<file path="src/hdl/deque_with_linear_search_macros.svh">
// assertion macros for the deque with linear search
`ifndef DEQUE_WITH_LINEAR_SEARCH_MACROS_SVH
`define DEQUE_WITH_LINEAR_SEARCH_MACROS_SVH

// same-cycle implication, checked on every rising clock edge outside reset
`define DWLS_ASSERT_SAME(label, ante, cons) \
   label: assert property (@(posedge clock) disable iff (reset) (ante) |-> (cons)) \
      else $error("dwls check failed");

// next-cycle implication, checked on every rising clock edge outside reset
`define DWLS_ASSERT_NEXT(label, ante, cons) \
   label: assert property (@(posedge clock) disable iff (reset) (ante) |=> (cons)) \
      else $error("dwls check failed");

`endif

</file>
<file path="src/hdl/dwls_pkg.sv">
// shared types, constants and helpers for the deque with linear search
package dwls_pkg;

   localparam int DEPTH  = 16;
   localparam int IDX_W  = (DEPTH > 1) ? $clog2(DEPTH) : 1;
   localparam int CNT_W  = $clog2(DEPTH + 1);
   localparam int SUM_W  = CNT_W + 1;
   localparam int OP_W   = 3;
   localparam int VAL_W  = 32;
   localparam int KIND_W = 3;
   localparam int POS_W  = 7;

   // request op codes
   localparam logic [OP_W-1:0] OP_CREATE     = 3'd0;
   localparam logic [OP_W-1:0] OP_PUSH_FRONT = 3'd1;
   localparam logic [OP_W-1:0] OP_PUSH_BACK  = 3'd2;
   localparam logic [OP_W-1:0] OP_SEARCH     = 3'd3;
   localparam logic [OP_W-1:0] OP_DISPLAY    = 3'd4;

   // response kinds
   localparam logic [KIND_W-1:0] KIND_DONE      = 3'd0;
   localparam logic [KIND_W-1:0] KIND_FOUND     = 3'd1;
   localparam logic [KIND_W-1:0] KIND_NOT_FOUND = 3'd2;
   localparam logic [KIND_W-1:0] KIND_ELEMENT   = 3'd3;
   localparam logic [KIND_W-1:0] KIND_EMPTY     = 3'd4;
   localparam logic [KIND_W-1:0] KIND_FULL      = 3'd5;

   typedef struct packed {
      logic [OP_W-1:0]         op;
      logic signed [VAL_W-1:0] value;
   } req_type;

   typedef struct packed {
      logic [KIND_W-1:0]       kind;
      logic [POS_W-1:0]        position;
      logic signed [VAL_W-1:0] item_value;
      logic                    last;
   } rsp_type;

   typedef enum logic [1:0] {
      ST_IDLE,
      ST_EXEC,
      ST_SEARCH,
      ST_DISPLAY
   } state_type;

   // controller to datapath
   typedef struct packed {
      logic              load;
      logic              update;
      logic              walk_clear;
      logic              walk_step;
      logic              emit;
      logic [KIND_W-1:0] kind;
   } cmd_type;

   // datapath to controller
   typedef struct packed {
      logic [OP_W-1:0] op;
      logic            empty;
      logic            full;
      logic            match;
      logic            last_elem;
      logic            out_free;
   } sts_type;

   // ring slot of the element k places behind the head
   function automatic logic [IDX_W-1:0] slot_of(input logic [IDX_W-1:0] head,
                                                input logic [CNT_W-1:0] k);
      logic [SUM_W-1:0] s;
      s = SUM_W'(head) + SUM_W'(k);
      if (s >= SUM_W'(DEPTH)) begin
         s = s - SUM_W'(DEPTH);
      end
      return s[IDX_W-1:0];
   endfunction

endpackage

</file>
<file path="src/hdl/dwls_ctrl.sv">
// controller state machine for the deque with linear search
module dwls_ctrl (
   input  logic              clock,
   input  logic              reset,
   input  logic              req_valid,
   output logic              req_stall,
   input  dwls_pkg::sts_type sts,
   output dwls_pkg::cmd_type cmd,
   output dwls_pkg::state_type state
);
   import dwls_pkg::*;

   state_type state_ff;
   state_type state_in;
   logic      is_insert;

   assign is_insert = sts.op inside {OP_CREATE, OP_PUSH_FRONT, OP_PUSH_BACK};
   assign state     = state_ff;

   always_ff @(posedge clock) begin
      if (reset) begin
         state_ff <= ST_IDLE;
      end else begin
         state_ff <= state_in;
      end
   end

   // next state
   always_comb begin
      state_in = state_ff;
      case (state_ff)
         ST_IDLE: begin
            if (req_valid) begin
               state_in = ST_EXEC;
            end
         end
         ST_EXEC: begin
            if (is_insert) begin
               if (sts.out_free) state_in = ST_IDLE;
            end else if (sts.op == OP_SEARCH) begin
               if (!sts.empty)        state_in = ST_SEARCH;
               else if (sts.out_free) state_in = ST_IDLE;
            end else if (sts.op == OP_DISPLAY) begin
               if (!sts.empty)        state_in = ST_DISPLAY;
               else if (sts.out_free) state_in = ST_IDLE;
            end else begin
               state_in = ST_IDLE;
            end
         end
         ST_SEARCH: begin
            if ((sts.match || sts.last_elem) && sts.out_free) begin
               state_in = ST_IDLE;
            end
         end
         ST_DISPLAY: begin
            if (sts.last_elem && sts.out_free) begin
               state_in = ST_IDLE;
            end
         end
         default: state_in = ST_IDLE;
      endcase
   end

   // outputs
   always_comb begin
      cmd       = '0;
      cmd.kind  = KIND_DONE;
      req_stall = 1'b1;
      case (state_ff)
         ST_IDLE: begin
            req_stall = 1'b0;
            cmd.load  = req_valid;
         end
         ST_EXEC: begin
            if (is_insert) begin
               if (sts.out_free) begin
                  cmd.emit = 1'b1;
                  if (sts.op != OP_CREATE && sts.full) begin
                     cmd.kind = KIND_FULL;
                  end else begin
                     cmd.update = 1'b1;
                  end
               end
            end else if (sts.op == OP_SEARCH || sts.op == OP_DISPLAY) begin
               if (!sts.empty) begin
                  cmd.walk_clear = 1'b1;
               end else if (sts.out_free) begin
                  cmd.emit = 1'b1;
                  cmd.kind = (sts.op == OP_SEARCH) ? KIND_NOT_FOUND : KIND_EMPTY;
               end
            end
         end
         ST_SEARCH: begin
            if (sts.match) begin
               cmd.emit = sts.out_free;
               cmd.kind = KIND_FOUND;
            end else if (sts.last_elem) begin
               cmd.emit = sts.out_free;
               cmd.kind = KIND_NOT_FOUND;
            end else begin
               cmd.walk_step = 1'b1;
            end
         end
         ST_DISPLAY: begin
            cmd.kind = KIND_ELEMENT;
            if (sts.out_free) begin
               cmd.emit      = 1'b1;
               cmd.walk_step = !sts.last_elem;
            end
         end
         default: begin
            cmd = '0;
         end
      endcase
   end

endmodule

</file>
<file path="src/hdl/dwls_datapath.sv">
// entry ring, head and count registers, walk index and response register
module dwls_datapath (
   input  logic              clock,
   input  logic              reset,
   input  dwls_pkg::req_type req_payload,
   input  dwls_pkg::cmd_type cmd,
   output dwls_pkg::sts_type sts,
   output logic              rsp_valid,
   input  logic              rsp_stall,
   output dwls_pkg::rsp_type rsp_payload
);
   import dwls_pkg::*;

   logic [VAL_W-1:0] mem [DEPTH];

   logic [OP_W-1:0]         op_ff;
   logic signed [VAL_W-1:0] value_ff;
   logic [IDX_W-1:0]        head_ff;
   logic [IDX_W-1:0]        head_in;
   logic [CNT_W-1:0]        count_ff;
   logic [CNT_W-1:0]        count_in;
   logic [CNT_W-1:0]        walk_ff;
   logic [CNT_W-1:0]        walk_in;
   logic [IDX_W-1:0]        rd_addr;
   logic [VAL_W-1:0]        rd_data_ff;
   logic [IDX_W-1:0]        wr_addr;
   logic                    wr_en;
   logic [POS_W-1:0]        walk_pos;
   logic                    rsp_valid_ff;
   logic                    rsp_valid_in;
   rsp_type                 rsp_ff;
   rsp_type                 rsp_in;

   // request latch
   always_ff @(posedge clock) begin
      if (cmd.load) begin
         op_ff    <= req_payload.op;
         value_ff <= req_payload.value;
      end
   end

   // ring bookkeeping on create and accepted pushes
   always_comb begin
      head_in  = head_ff;
      count_in = count_ff;
      wr_addr  = '0;
      wr_en    = 1'b0;
      if (cmd.update) begin
         case (op_ff)
            OP_CREATE: begin
               head_in  = '0;
               count_in = CNT_W'(1);
               wr_addr  = '0;
               wr_en    = 1'b1;
            end
            OP_PUSH_FRONT: begin
               head_in  = (head_ff == '0) ? IDX_W'(DEPTH - 1) : head_ff - 1'b1;
               count_in = count_ff + 1'b1;
               wr_addr  = head_in;
               wr_en    = 1'b1;
            end
            OP_PUSH_BACK: begin
               count_in = count_ff + 1'b1;
               wr_addr  = slot_of(head_ff, count_ff);
               wr_en    = 1'b1;
            end
            default: begin
               wr_en = 1'b0;
            end
         endcase
      end
   end

   always_ff @(posedge clock) begin
      if (reset) begin
         head_ff  <= '0;
         count_ff <= '0;
      end else begin
         head_ff  <= head_in;
         count_ff <= count_in;
      end
   end

   // walk index, read address runs one step ahead so data lines up with walk_ff
   always_comb begin
      walk_in = walk_ff;
      if (cmd.walk_clear) begin
         walk_in = '0;
      end else if (cmd.walk_step) begin
         walk_in = walk_ff + 1'b1;
      end
   end

   assign rd_addr = slot_of(head_ff, walk_in);

   always_ff @(posedge clock) begin
      if (reset) begin
         walk_ff <= '0;
      end else begin
         walk_ff <= walk_in;
      end
   end

   always_ff @(posedge clock) begin
      if (wr_en) begin
         mem[wr_addr] <= value_ff;
      end
   end

   always_ff @(posedge clock) begin
      rd_data_ff <= mem[rd_addr];
   end

   // status
   assign walk_pos      = POS_W'(SUM_W'(walk_ff) + SUM_W'(1));
   assign sts.op        = op_ff;
   assign sts.empty     = (count_ff == '0);
   assign sts.full      = (count_ff == CNT_W'(DEPTH));
   assign sts.match     = (rd_data_ff == value_ff);
   assign sts.last_elem = ((SUM_W'(walk_ff) + SUM_W'(1)) == SUM_W'(count_ff));
   assign sts.out_free  = !rsp_valid_ff || !rsp_stall;

   // response register
   always_comb begin
      rsp_in            = rsp_ff;
      rsp_valid_in      = rsp_valid_ff && rsp_stall;
      if (cmd.emit) begin
         rsp_valid_in        = 1'b1;
         rsp_in.kind         = cmd.kind;
         rsp_in.position     = '0;
         rsp_in.item_value   = '0;
         rsp_in.last         = 1'b1;
         case (cmd.kind)
            KIND_FOUND: begin
               rsp_in.position   = walk_pos;
               rsp_in.item_value = value_ff;
            end
            KIND_ELEMENT: begin
               rsp_in.position   = walk_pos;
               rsp_in.item_value = rd_data_ff;
               rsp_in.last       = sts.last_elem;
            end
            default: begin
               rsp_in.last = 1'b1;
            end
         endcase
      end
   end

   always_ff @(posedge clock) begin
      if (reset) begin
         rsp_valid_ff <= 1'b0;
      end else begin
         rsp_valid_ff <= rsp_valid_in;
      end
   end

   always_ff @(posedge clock) begin
      rsp_ff <= rsp_in;
   end

   assign rsp_valid   = rsp_valid_ff;
   assign rsp_payload = rsp_ff;

endmodule

</file>
<file path="src/hdl/deque_with_linear_search.sv">
// top level of the deque with linear search
// A bounded double-ended queue of signed 32-bit values held in a ring of
// DEPTH entries (dwls_pkg::DEPTH, 16 by default) with a head index and a
// count. One request is worked on at a time. Create, push front and push
// back are accepted, then update and respond; a push when full only responds.
// A search examines up to DEPTH entries, stopping at a match; a display
// walks every entry held, each entry giving one response with last set on
// the final one. The walk rate is set by the single read port of the entry
// memory, which gives one entry a cycle while responses are not stalled.
// Response back-pressure holds the block while the output register stays
// stalled with a response due. The response register lets a new request
// be accepted while the previous response still waits. Entries hold no
// defined value until written; only written entries are ever read.
module deque_with_linear_search (
   input  logic              clock,
   input  logic              reset,
   // request channel
   input  logic              req_valid,
   output logic              req_stall,
   input  dwls_pkg::req_type req_payload,
   // response channel
   output logic              rsp_valid,
   input  logic              rsp_stall,
   output dwls_pkg::rsp_type rsp_payload
);
   import dwls_pkg::*;

   `include "deque_with_linear_search_macros.svh"

   // command and status between controller and datapath
   cmd_type   cmd;
   sts_type   sts;
   state_type state;

   dwls_ctrl u_ctrl (
      .clock     (clock),
      .reset     (reset),
      .req_valid (req_valid),
      .req_stall (req_stall),
      .sts       (sts),
      .cmd       (cmd),
      .state     (state)
   );

   dwls_datapath u_datapath (
      .clock       (clock),
      .reset       (reset),
      .req_payload (req_payload),
      .cmd         (cmd),
      .sts         (sts),
      .rsp_valid   (rsp_valid),
      .rsp_stall   (rsp_stall),
      .rsp_payload (rsp_payload)
   );

   // a response is only loaded when the output register can take it
   `DWLS_ASSERT_SAME(a_emit_into_free, cmd.emit, sts.out_free)
   // the walk never steps past the final held entry
   `DWLS_ASSERT_SAME(a_step_in_range, cmd.walk_step, !sts.last_elem && !sts.empty)
   // an accepted request is followed by a busy cycle
   `DWLS_ASSERT_NEXT(a_busy_after_accept, req_valid && !req_stall, req_stall && state == ST_EXEC)
   // a found response always carries a real position
   `DWLS_ASSERT_SAME(a_found_pos, rsp_valid && rsp_payload.kind == KIND_FOUND, rsp_payload.position != '0)

endmodule
</file>
<file path="config.mk">
export PLATFORM = sky130hd
export DESIGN_NAME = deque_with_linear_search
export DESIGN_NICKNAME = d
export VERILOG_FILES = /design/src/hdl/dwls_pkg.sv /design/src/hdl/dwls_ctrl.sv /design/src/hdl/dwls_datapath.sv /design/src/hdl/deque_with_linear_search.sv
export VERILOG_INCLUDE_DIRS = /design/src /design/src/hdl
export SDC_FILE = /design/constraint.sdc
export NUM_CORES = 1
export LEC_CHECK = 0
export ABC_AREA = 1
export BUFFER_PORTS_ARGS = -buffer_cell sky130_fd_sc_hd__buf_4
export CAP_MARGIN = 20
export CORE_ASPECT_RATIO = 1.4
export CORE_MARGIN = 4
export CORE_UTILIZATION = 50
export CTS_CLUSTER_SIZE = 25
export DETAILED_ROUTE_END_ITERATION = 10
export GPL_TIMING_DRIVEN = 0
export HOLD_SLACK_MARGIN = 0.15
export PLACE_DENSITY = 0.66
export SLEW_MARGIN = 10
export SYNTH_ARGS = -nofsm -noshare
export SYNTH_HDL_FRONTEND = slang
export SYNTH_HIERARCHICAL = 1
export SYNTH_SLANG_ARGS = --single-unit
</file>
<file path="constraint.sdc">
create_clock -name clock -period 10.3 [get_ports clock]
set_input_delay 1.03 -clock clock [delete_from_list [all_inputs] [get_ports clock]]
set_output_delay 1.03 -clock clock [all_outputs]
set_load 0.01 [all_outputs]
</file>
* Yosys cells after proc, flatten, opt, wreduce, memory -nomap -nowiden
Memories as Yosys holds them, arrays and structs flattened. A register that Yosys moved wholly into a read port is not among the register bits. Cells that the tools add are included.
Cells by class: add/sub/neg operators 9, magnitude comparators 2, equal/unequal tests 15, mux-type cells 48, reduce and logical (&&, ||, !) cells 23
Operator list (count):
- 39-bit one-hot mux with 2 select lines | 1
- 4-bit 2-to-1 mux | 11
- 32-bit == test | 1
- 2-bit 2-to-1 mux | 11
- 4-bit one-hot mux with 2 select lines | 2
- 1-bit 2-to-1 mux | 15
- 4-bit by 5-bit adder with 6-bit output | 2
- 5-bit by 1-bit adder with 6-bit output (second input constant) | 2
- 6-bit by 5-bit greater-or-equal comparator with 1-bit output (second input constant) | 2
- 4-bit one-hot mux with 3 select lines | 1
- 4-bit by 1-bit subtractor with 4-bit output (second input constant) | 3
- 5-bit by 1-bit adder with 5-bit output (second input constant) | 2
- 5-bit 2-to-1 mux | 2
- 5-bit one-hot mux with 2 select lines | 1
- 3-bit by 2-bit == test with 1-bit output (second input constant) | 3
- 2-bit one-hot mux with 4 select lines | 1
- 3-bit by 1-bit == test with 1-bit output (second input constant) | 2
- 6-bit by 5-bit == test with 1-bit output | 1
- 3-bit 2-to-1 mux | 2
- 3-bit nonzero test | 2
- 5-bit == test (second input constant) | 1
- 5-bit logical NOT | 1
- 2-bit == test (second input constant) | 2
- 1-bit logical AND | 4
- 15 further kinds | 22
Word-level totals: bits in registers 95, RAM bits 512, bits of input ports 39, output and inout bits 45, memories 1
Memories:
- u_datapath.mem | words 16, bits a word 32, read ports 1, clocked after memory_dff 1, wr ports 1, line dwls_datapath.sv:14 | logic [VAL_W-1:0] mem [DEPTH];

* Depth between registers and ports, before layout
Gate-level depths: netlist of run 1.
depth in word-level cells 10, gate-level depth with buffers 27

* By module
Netlist of run 1, hierarchy kept.
By module, submodules not included:
- dwls_datapath | instances 1, cells an instance 2230, area an instance 26546.7 um^2, seq. area each 18627.9 um^2
- dwls_ctrl | instances 1, cells an instance 56, area an instance 327.8 um^2, seq. area each 40.0 um^2

* Worst setup path after synthesis of run 1
No wires, ideal clock.
path kind input to register, start point input rsp_stall, end point memory u_datapath.mem[0][0] (enable), setup time 0.421 ns, data arrival time 3.497 ns, setup slack 6.382 ns, stages 8, path buffers 1, path through nand2_1 -> inv_1 -> nor4_2 -> buf_2 -> nand2_1 -> inv_1 -> nand3_1 -> nor2_1
RTL lines:
- from (decl) | line deque_with_linear_search.sv:23 | input logic rsp_stall,
- to (decl) | line dwls_datapath.sv:14

==> impl_metrics.sql, run 1 <==
INSERT INTO impl_metrics (metric_group, metric, value, unit) VALUES
('clock_tree', 'cts_tree', 'built', ''),
('sta', 'final_critical_path_share_of_the_clock_period', '52.2', '%'),
('hold_path', 'timing.hold.worst.class', 'reg -> reg', ''),
('routing', 'drt_pass1_iterations', '7', ''),
('global_route', 'grt_antenna_before_repair', '2', ''),
('critical_path', 'critPathMaxStageDelay', '0.84', 'ns'),
('place', 'routabilityCongestion', '0.874', ''),
('sta', 'grt_setup_unrepaired', 'no', ''),
('sta', 'timing.setup.tns', '0', 'ns'),
('logic_synthesis', 'synth_seq_area_share', '69.5', '%'),
('sta', 'timing.final.setup_violations', '0', ''),
('global_route', 'first_global_vias', '17900', ''),
('sta', 'timing.slew.headroom', '35.3', '%'),
('place', 'port_buffers', '82', ''),
('critical_path', 'rr_worst_depth', '21', ''),
('power_and_ir_drop', 'p_int', '4.27', 'mW'),
('clock_tree', 'insertion_delay', '0.62', 'ns'),
('critical_path', 'reg2reg_slack', '4.92', 'ns'),
('power_and_ir_drop', 'power.combinational.fraction', '4.0', '%'),
('clock_tree', 'cts_hold_buffers', '0', ''),
('clock_tree', 'cts.sinks', '638', ''),
('global_route', 'grt_pass1_wl', '108', 'mm'),
('critical_path', 'crit_path_end_kind', 'flip-flop', ''),
('finish', 'finish.cell_count_without_fillers', '3208', ''),
('hold_path', 'hold_path_startpoint', 'u_datapath/head_ff[0]$_SDFFE_PP0P_', ''),
('routing', 'drc', '0', ''),
('critical_path', 'crit_path_cell_trace', 'xnor2_1 -> nand4_1 -> nor2_1 -> nand2_1 -> nor2_1 -> inv_1 -> nand2_1 -> o31ai_1 -> buf_2 -> nor2_1 -> nor3_1 -> ha_1 -> fa_1 -> buf_2 -> clkbuf_1 -> o211ai_1 -> nand2_1 -> nand2_1 -> nand2_1 -> nand3_1 -> nand2_1', ''),
('power_and_ir_drop', 'share_clk_of_total_power', '41.7', '%'),
('logic_synthesis', 'synth_top_area_cell', 'edfxtp_1', ''),
('hold_path', 'min_to', 'u_datapath/head_ff[0]$_SDFFE_PP0P_', ''),
('routing', 'vias', '17900', ''),
('finish', 'final_common_cell', 'edfxtp_1', ''),
('logic_synthesis', 'async_flop_share', '0', '%'),
('global_route', 'pin_count_of_the_biggest_net_entering_global_routing', '32', ''),
('outcome', 'outcome', 'complete, no violations', ''),
('logic_synthesis', 'synth.top_cells.by_area', 'edfxtp_1, nand2_1, inv_1', ''),
('sta', 'shortest_clock_period_the_worst_path_allows_after_layout', '5.38', 'ns'),
('critical_path', 'worstSetupPathType', 'reg -> reg', ''),
('floorplanning', 'die_width', '204', 'um'),
('critical_path', 'worstPathRequired', '10.86', 'ns'),
('sta', 'hold_viol_final', '0', ''),
('power_and_ir_drop', 'irDropWorstVdd', '0.114', 'mV'),
('clock_tree', 'worst_setup_hold_path_clk_slew', '0.07', 'ns'),
('place', 'dp_cells', '3100', ''),
('floorplanning', 'placeableCoreArea', '53200', 'um2'),
('clock_tree', 'tritoncts.num_buffers', '57', ''),
('floorplanning', 'top_level_ports', '84', ''),
('logic_synthesis', 'synth_warn', '6', ''),
('finish', 'mostFrequentLayoutCells', 'edfxtp_1, nand2_1, inv_1', ''),
('power_and_ir_drop', 'share_seq_of_total_power', '54.2', '%'),
('hold_path', 'worst_hold_path.num_cells', '2', ''),
('finish', 'number_of_nets_in_the_layout', '2496', ''),
('logic_synthesis', 'netlist_area', '26900', 'um2'),
('routing', 'wirelength', '72.5', 'mm'),
('power_and_ir_drop', 'netSwitchingFraction', '21.0', '%'),
('power_and_ir_drop', 'p_sw', '1.13', 'mW'),
('sta', 'worst_slew_pin_slew', '0.970', 'ns'),
('sta', 'final_clock_skew', '0.0285', 'ns'),
('place', 'dp_hpwl', '49.8', 'mm'),
('critical_path', 'worst_setup_path_start_kind', 'flip-flop', ''),
('sta', 'max_freq', '0.186', 'GHz'),
('clock_tree', 'h-tree-depth', '2', ''),
('logic_synthesis', 'synth_fp_nets', '2337', ''),
('power_and_ir_drop', 'totalPowerFinal', '5.41', 'mW'),
('routing', 'dr.first_iter.drc_count', '1873', ''),
('clock_tree', 'cell_chosen_for_the_clock_root', 'clkbuf_16', ''),
('logic_synthesis', 'post_synth_inst_count', '2286', ''),
('finish', 'n_fill_cell', '4253', ''),
('global_route', 'global_route.usage.total', '25.0', '%'),
('clock_tree', 'post-cts-setup-buffer-count', '0', ''),
('logic_synthesis', 'synth_top_flop_cell', 'edfxtp_1', '');
[area by class of cell]
| type | count | area, um2 | share of cell area, % |
|---|---|---|---|
| clock inverters | 22 | 299 | 0.967 |
| diodes | 1 | 2.50 | 0.00809 |
| clock buffers | 85 | 1700 | 5.51 |
| flip-flops and latches | 638 | 18700 | 60.4 |
| inverters | 310 | 1170 | 3.77 |
| multi-input cells | 1216 | 6400 | 20.7 |
| repair buffers | 100 | 1010 | 3.28 |
| well taps | 714 | 893 | 2.89 |
| plain buffers | 122 | 771 | 2.49 |
[worst max path at each step]
stage,start,endpoint,slack (ns),cells past startpoint
3_3_place_gp,rsp_stall,u_datapath/mem[4][16]$_DFFE_PP_,4.40,9
4_1_cts,u_datapath/value_ff[7]$_DFFE_PP_,u_datapath/rd_data_ff[21]$_DFF_P_,4.95,21
5_1_grt,u_datapath/walk_ff[0]$_SDFF_PP0_,u_datapath/rd_data_ff[20]$_DFF_P_,4.69,25
3_5_place_dp,u_datapath/value_ff[7]$_DFFE_PP_,u_datapath/rd_data_ff[21]$_DFF_P_,4.98,21
2_1_floorplan,rsp_stall,u_datapath/mem[0][0]$_DFFE_PP_,6.38,8
6_report,u_datapath/value_ff[7]$_DFFE_PP_,u_datapath/rd_data_ff[21]$_DFF_P_,4.92,21
[per-stage QoR]
step	setup slack (ns)	hold slack (ns)	instance area [um2]	util, %
4_1_cts	4.95	0.552	30900	58.1
3_3_place_gp	4.40	0.527	28400	53.4
3_5_place_dp	4.98	0.541	28900	54.4
6_report	4.92	0.557	30900	58.1
5_1_grt	4.69	0.563	30900	58.1
2_1_floorplan	6.38	0.487	26900	-
[critical path: cells and delay by family, from the launching register on]
family	cells	cell delay (ns)
and+or+nand+nor	12	1.68
buffers and inverters	4	1.35
adders and majority gates	2	0.91
DFF	1	0.84
AOI/OAI and AO/OA	2	0.29
xor gates and xnor gates	1	0.20
[sequential cells by signal (all words and copies together), names as in the netlist]
name                    flops
u_datapath/value_ff        32
u_datapath/rsp_payload     42
u_datapath/rsp_valid        1
u_datapath/walk_ff          5
u_datapath/op_ff            3
u_datapath/rd_data_ff      32
u_datapath/count_ff         5
u_datapath/head_ff          4
u_ctrl/state                2
u_datapath/mem            512
[power groups by stage]
stage          combinational, mW  sequential [mW]  clock [mW]
4_1_cts                    0.217             2.93        2.29
2_1_floorplan              0.123             2.97           0
3_5_place_dp               0.216             2.99           0
5_1_grt                    0.235             2.94        2.40
6_report                   0.217             2.93        2.26
3_3_place_gp               0.206             2.99           0
[cell usage after synthesis (34+ instances only)]
| cell | instances |
|---|---|
| a21oi_2 | 38 |
| edfxtp_1 | 589 |
| inv_1 | 307 |
| nor2_1 | 51 |
| a21oi_1 | 107 |
| xnor2_1 | 34 |
| nand2_1 | 504 |
| dfxtp_1 | 49 |
| o21ai_0 | 39 |
| nand3_1 | 116 |
| o211ai_1 | 126 |
| buf_2 | 48 |
| o21ai_1 | 101 |
[kinds of logic after synthesis]
group	share of synthesized area (%)
AOI/OAI and AO/OA	10.5
xor gates and xnor gates	1.27
adders and majority gates	0.615
buffers and inverters	7.21
DFF	69.5
other	0.0140
and+or+nand+nor	10.9
[routing by layer]
layer  up-vias  wire (um)  global-route usage, %
met1      8741      27600                   31.6
met2       772      36000                   42.9
met3       196       5340                   3.74
met4         2       3580                   11.4
met5         -         12                      0
li1       8189          -                      -
No activity file was read; power rests on OpenSTA's default activity.
==> run 2, diff against run 1 <==
Settings changed: PLACE_DENSITY 0.66 to 0.69.
Clock period 10.3 ns to 4.8 ns, I/O delays scaled along.
==> run 2 against run 1 <==
Net effect:
- register-to-register slack worse by 4.8 ns
- core utilization up 1.3 points
- critical path depth up 1
- clock skew down 0.013 ns
==> impl_metrics.sql, run 2 (synthesized netlist as in run 1, its figures left out) <==
INSERT INTO impl_metrics (metric_group, metric, value, unit) VALUES
('floorplanning', 'start_util', '50.5', '%'),
('routing', 'wirelength', '73.5', 'mm'),
('clock_tree', 'cell_chosen_for_the_clock_root', 'clkbuf_16', ''),
('critical_path', 'critPathMaxStageDelay', '0.83', 'ns'),
('power_and_ir_drop', 'p_leak', '12.1', 'nW'),
('global_route', 'grt_overflow', '0', ''),
('critical_path', 'path_common_cell', 'nand2_1', ''),
('critical_path', 'crit_path_end_kind', 'flip-flop', ''),
('critical_path', 'endpoint', 'u_datapath/rd_data_ff[20]$_DFF_P_', ''),
('critical_path', 'arrival', '5.15', 'ns'),
('place', 'dp_hpwl', '49.3', 'mm'),
('routing', 'drt-wirelength-per-cell', '22.4', 'um'),
('sta', 'timing_max_transition_violations_final', '0', ''),
('clock_tree', 'worst_setup_hold_path_clk_slew', '0.06', 'ns'),
('clock_tree', 'clock_tree.buffer_depth', '3', ''),
('place', 'routabilityCongestion', '0.888', ''),
('finish', 'mostFrequentLayoutCells', 'edfxtp_1, nand2_1, inv_1', ''),
('routing', 'met3_wire_length', '5.72', 'mm'),
('critical_path', 'worst_setup_path_start_kind', 'flip-flop', ''),
('clock_tree', 'tritoncts.num_buffers', '58', ''),
('critical_path', 'cpLargestDelayFamily', 'simple AND/OR/NAND/NOR gates', ''),
('critical_path', 'reg2reg_slack', '0.16', 'ns'),
('global_route', 'grt_pass1_wl', '109', 'mm'),
('critical_path', 'crit_path_start', 'u_datapath/value_ff[1]$_DFFE_PP_', ''),
('global_route', 'grt_antenna_before_repair', '2', ''),
('critical_path', 'slowest_cell_on_the_critical_path', 'edfxtp_1', ''),
('critical_path', 'worst_r2r_startpoint', 'u_datapath/value_ff[1]$_DFFE_PP_', ''),
('routing', 'drt_pass1_iterations', '5', ''),
('sta', 'worst_slew_pin_slew', '0.952', 'ns'),
('sta', 'shortest_clock_period_the_worst_path_allows_after_layout', '4.64', 'ns'),
('routing', 'met1Wirelength', '27.0', 'mm'),
('floorplanning', 'floorplan.die_area', '57600', 'um2'),
('finish', 'number_of_nets_in_the_layout', '2575', ''),
('critical_path', 'cp.depth', '22', ''),
('routing', 'vias', '18400', ''),
('finish', 'layout-drive-gt1-share', '16.0', '%'),
('hold_path', 'timing.hold.worst.class', 'in -> reg', ''),
('place', 'post_dp_cell_area', '29000', 'um2'),
('floorplanning', 'placeableCoreArea', '53200', 'um2'),
('finish', 'flip_flop_count_of_the_largest_register_all_copies_and_words_added', '512', ''),
('clock_tree', 'insertion_delay', '0.62', 'ns'),
('finish', 'final_common_cell', 'edfxtp_1', ''),
('critical_path', 'crit_fanout', '18', ''),
('floorplanning', 'top_level_ports', '84', ''),
('critical_path', 'rr_worst_depth', '22', ''),
('critical_path', 'worstPathRequired', '5.31', 'ns'),
('sta', 'final.hold.worst_slack', '0.303', 'ns'),
('routing', 'dr.first_iter.drc_count', '1736', ''),
('clock_tree', 'cts_tree', 'built', ''),
('routing', 'wl_met2', '36.6', 'mm'),
('critical_path', 'cp_num_buf_inv', '4', ''),
('floorplanning', 'die_height', '282', 'um'),
('place', 'port_buffers', '82', ''),
('routing', 'top_layer', 'met5', ''),
('power_and_ir_drop', 'powerDensity', '356', 'nW/um2'),
('global_route', 'pin_count_of_the_biggest_net_entering_global_routing', '25', ''),
('place', 'post-place-ws', '-0.572', 'ns'),
('sta', 'max_freq', '0.216', 'GHz'),
('clock_tree', 'h-tree-depth', '2', ''),
('power_and_ir_drop', 'irDropWorstVdd', '0.223', 'mV'),
('flow_run', 'cap_viol_max_count', '0', ''),
('global_route', 'global_route.usage.total', '25.2', '%'),
('sta', 'worst_slack', '0.163', 'ns'),
('sta', 'final_clock_skew', '0.0151', 'ns'),
('floorplanning', 'floorplan.rows', '100', ''),
('routing', 'vias_per_cell', '5.59', ''),
('routing', 'drc', '0', ''),
('finish', 'largest_register', 'u_datapath/mem', ''),
('finish', 'finish.instance_area', '31600', 'um2'),
('finish', 'layout-area-overhead-vs-synth', '17.7', '%'),
('floorplanning', 'die_width', '204', 'um'),
('critical_path', 'timing.rr.end', 'u_datapath/rd_data_ff[20]$_DFF_P_', ''),
('clock_tree', 'cts.sinks', '638', ''),
('sta', 'final_critical_path_share_of_the_clock_period', '96.6', '%'),
('sta', 'timing.slew.headroom', '36.5', '%'),
('critical_path', 'crit_path_cell_trace', 'xnor2_1 -> nand4_1 -> nor2_1 -> nand2_1 -> nor2_1 -> inv_1 -> nand2_1 -> o31ai_4 -> buf_4 -> nor2_1 -> nor3_1 -> ha_1 -> fa_2 -> clkbuf_4 -> buf_2 -> a21oi_1 -> o21ai_1 -> nand2_1 -> nand2_1 -> nand2_1 -> nand3_1 -> nand2_1', ''),
('outcome', 'outcome', 'complete, no violations', ''),
('routing', 'postRouteAntennaNets', '0', ''),
('critical_path', 'worstSetupPathType', 'reg -> reg', ''),
('sta', 'timing.final.setup_violations', '0', ''),
('sta', 'hold_viol_final', '0', ''),
('global_route', 'first_global_vias', '18400', '');
[run 2: routing by layer]
metal	GRT usage, %	vias to the layer above
li1	-	8349
met1	30.9	8930
met2	43.3	879
met3	4.04	223
met4	13.0	4
met5	0	-
[run 2: what timing repair did]
item                                    4_1_cts  5_1_grt
pin swaps                                     0        1
setup buffers                                 4       38
endpoints found under the setup margin       32       32
gates resized for setup                      21       26
endpoints found under the hold margin        37        0
hold buffers                                 36        0
[run 2: how the worst min path moves through the flow]
| stage | depth (start not counted) | endpoint | slack [ns] | from |
|---|---|---|---|---|
| after detailed placement | 1 | u_datapath/count_ff[0]$_SDFFE_PP0P_ | 0.53 | u_datapath/count_ff[0]$_SDFFE_PP0P_ |
| after global placement | 2 | u_datapath/rsp_payload[30]$_DFFE_PP_ | 0.53 | u_datapath/rd_data_ff[29]$_DFF_P_ |
| final | 5 | u_ctrl/state[0]$_SDFFE_PP0P_ | 0.30 | req_valid |
| after floorplan | 1 | u_datapath/count_ff[0]$_SDFFE_PP0P_ | 0.49 | u_datapath/count_ff[0]$_SDFFE_PP0P_ |
| after CTS | 5 | u_ctrl/state[0]$_SDFFE_PP0P_ | 0.27 | req_valid |
| after global routing | 3 | u_datapath/rsp_valid$_SDFF_PP0_ | 0.31 | rsp_stall |
[run 2: area by class of cell]
class | count | area (um2)
inverters | 310 | 1170
plain buffers | 122 | 835
multi-input cells | 1216 | 6430
clock buffers | 78 | 1580
repair buffers | 178 | 1830
flip-flops and latches | 638 | 18700
well taps | 714 | 893
diodes | 1 | 2.50
clock inverters | 30 | 220
fillers | 4174 | 21500
[run 2: report_power, final]
part	internal [mW]	switching, mW
logic	0.230	0.344
registers	6.16	0.0930
clock network	2.46	1.98
[run 2: worst reg2reg max path, stage by stage, from the launching register on]
cell	delay (ns)
edfxtp_1	0.83
xnor2_1	0.21
nand4_1	0.20
nor2_1	0.13
nand2_1	0.07
nor2_1	0.31
inv_1	0.11
nand2_1	0.18
o31ai_4	0.10
buf_4	0.18
nor2_1	0.14
nor3_1	0.08
ha_1	0.23
fa_2	0.61
clkbuf_4	0.28
buf_2	0.34
a21oi_1	0.07
o21ai_1	0.09
nand2_1	0.14
nand2_1	0.09
nand2_1	0.05
nand3_1	0.06
nand2_1	0.05
[run 2: metrics by stage]
stage	power, mW	std cells	utilization, %	TNS, ns
after detailed placement	6.87	3100	54.5	-14.27
final	11.3	3287	59.5	0
after global placement	6.85	3082	53.4	-41.61
after global routing	11.6	3286	59.5	-0.315
after floorplan	6.63	2286	-	0
after CTS	11.3	3248	58.7	0
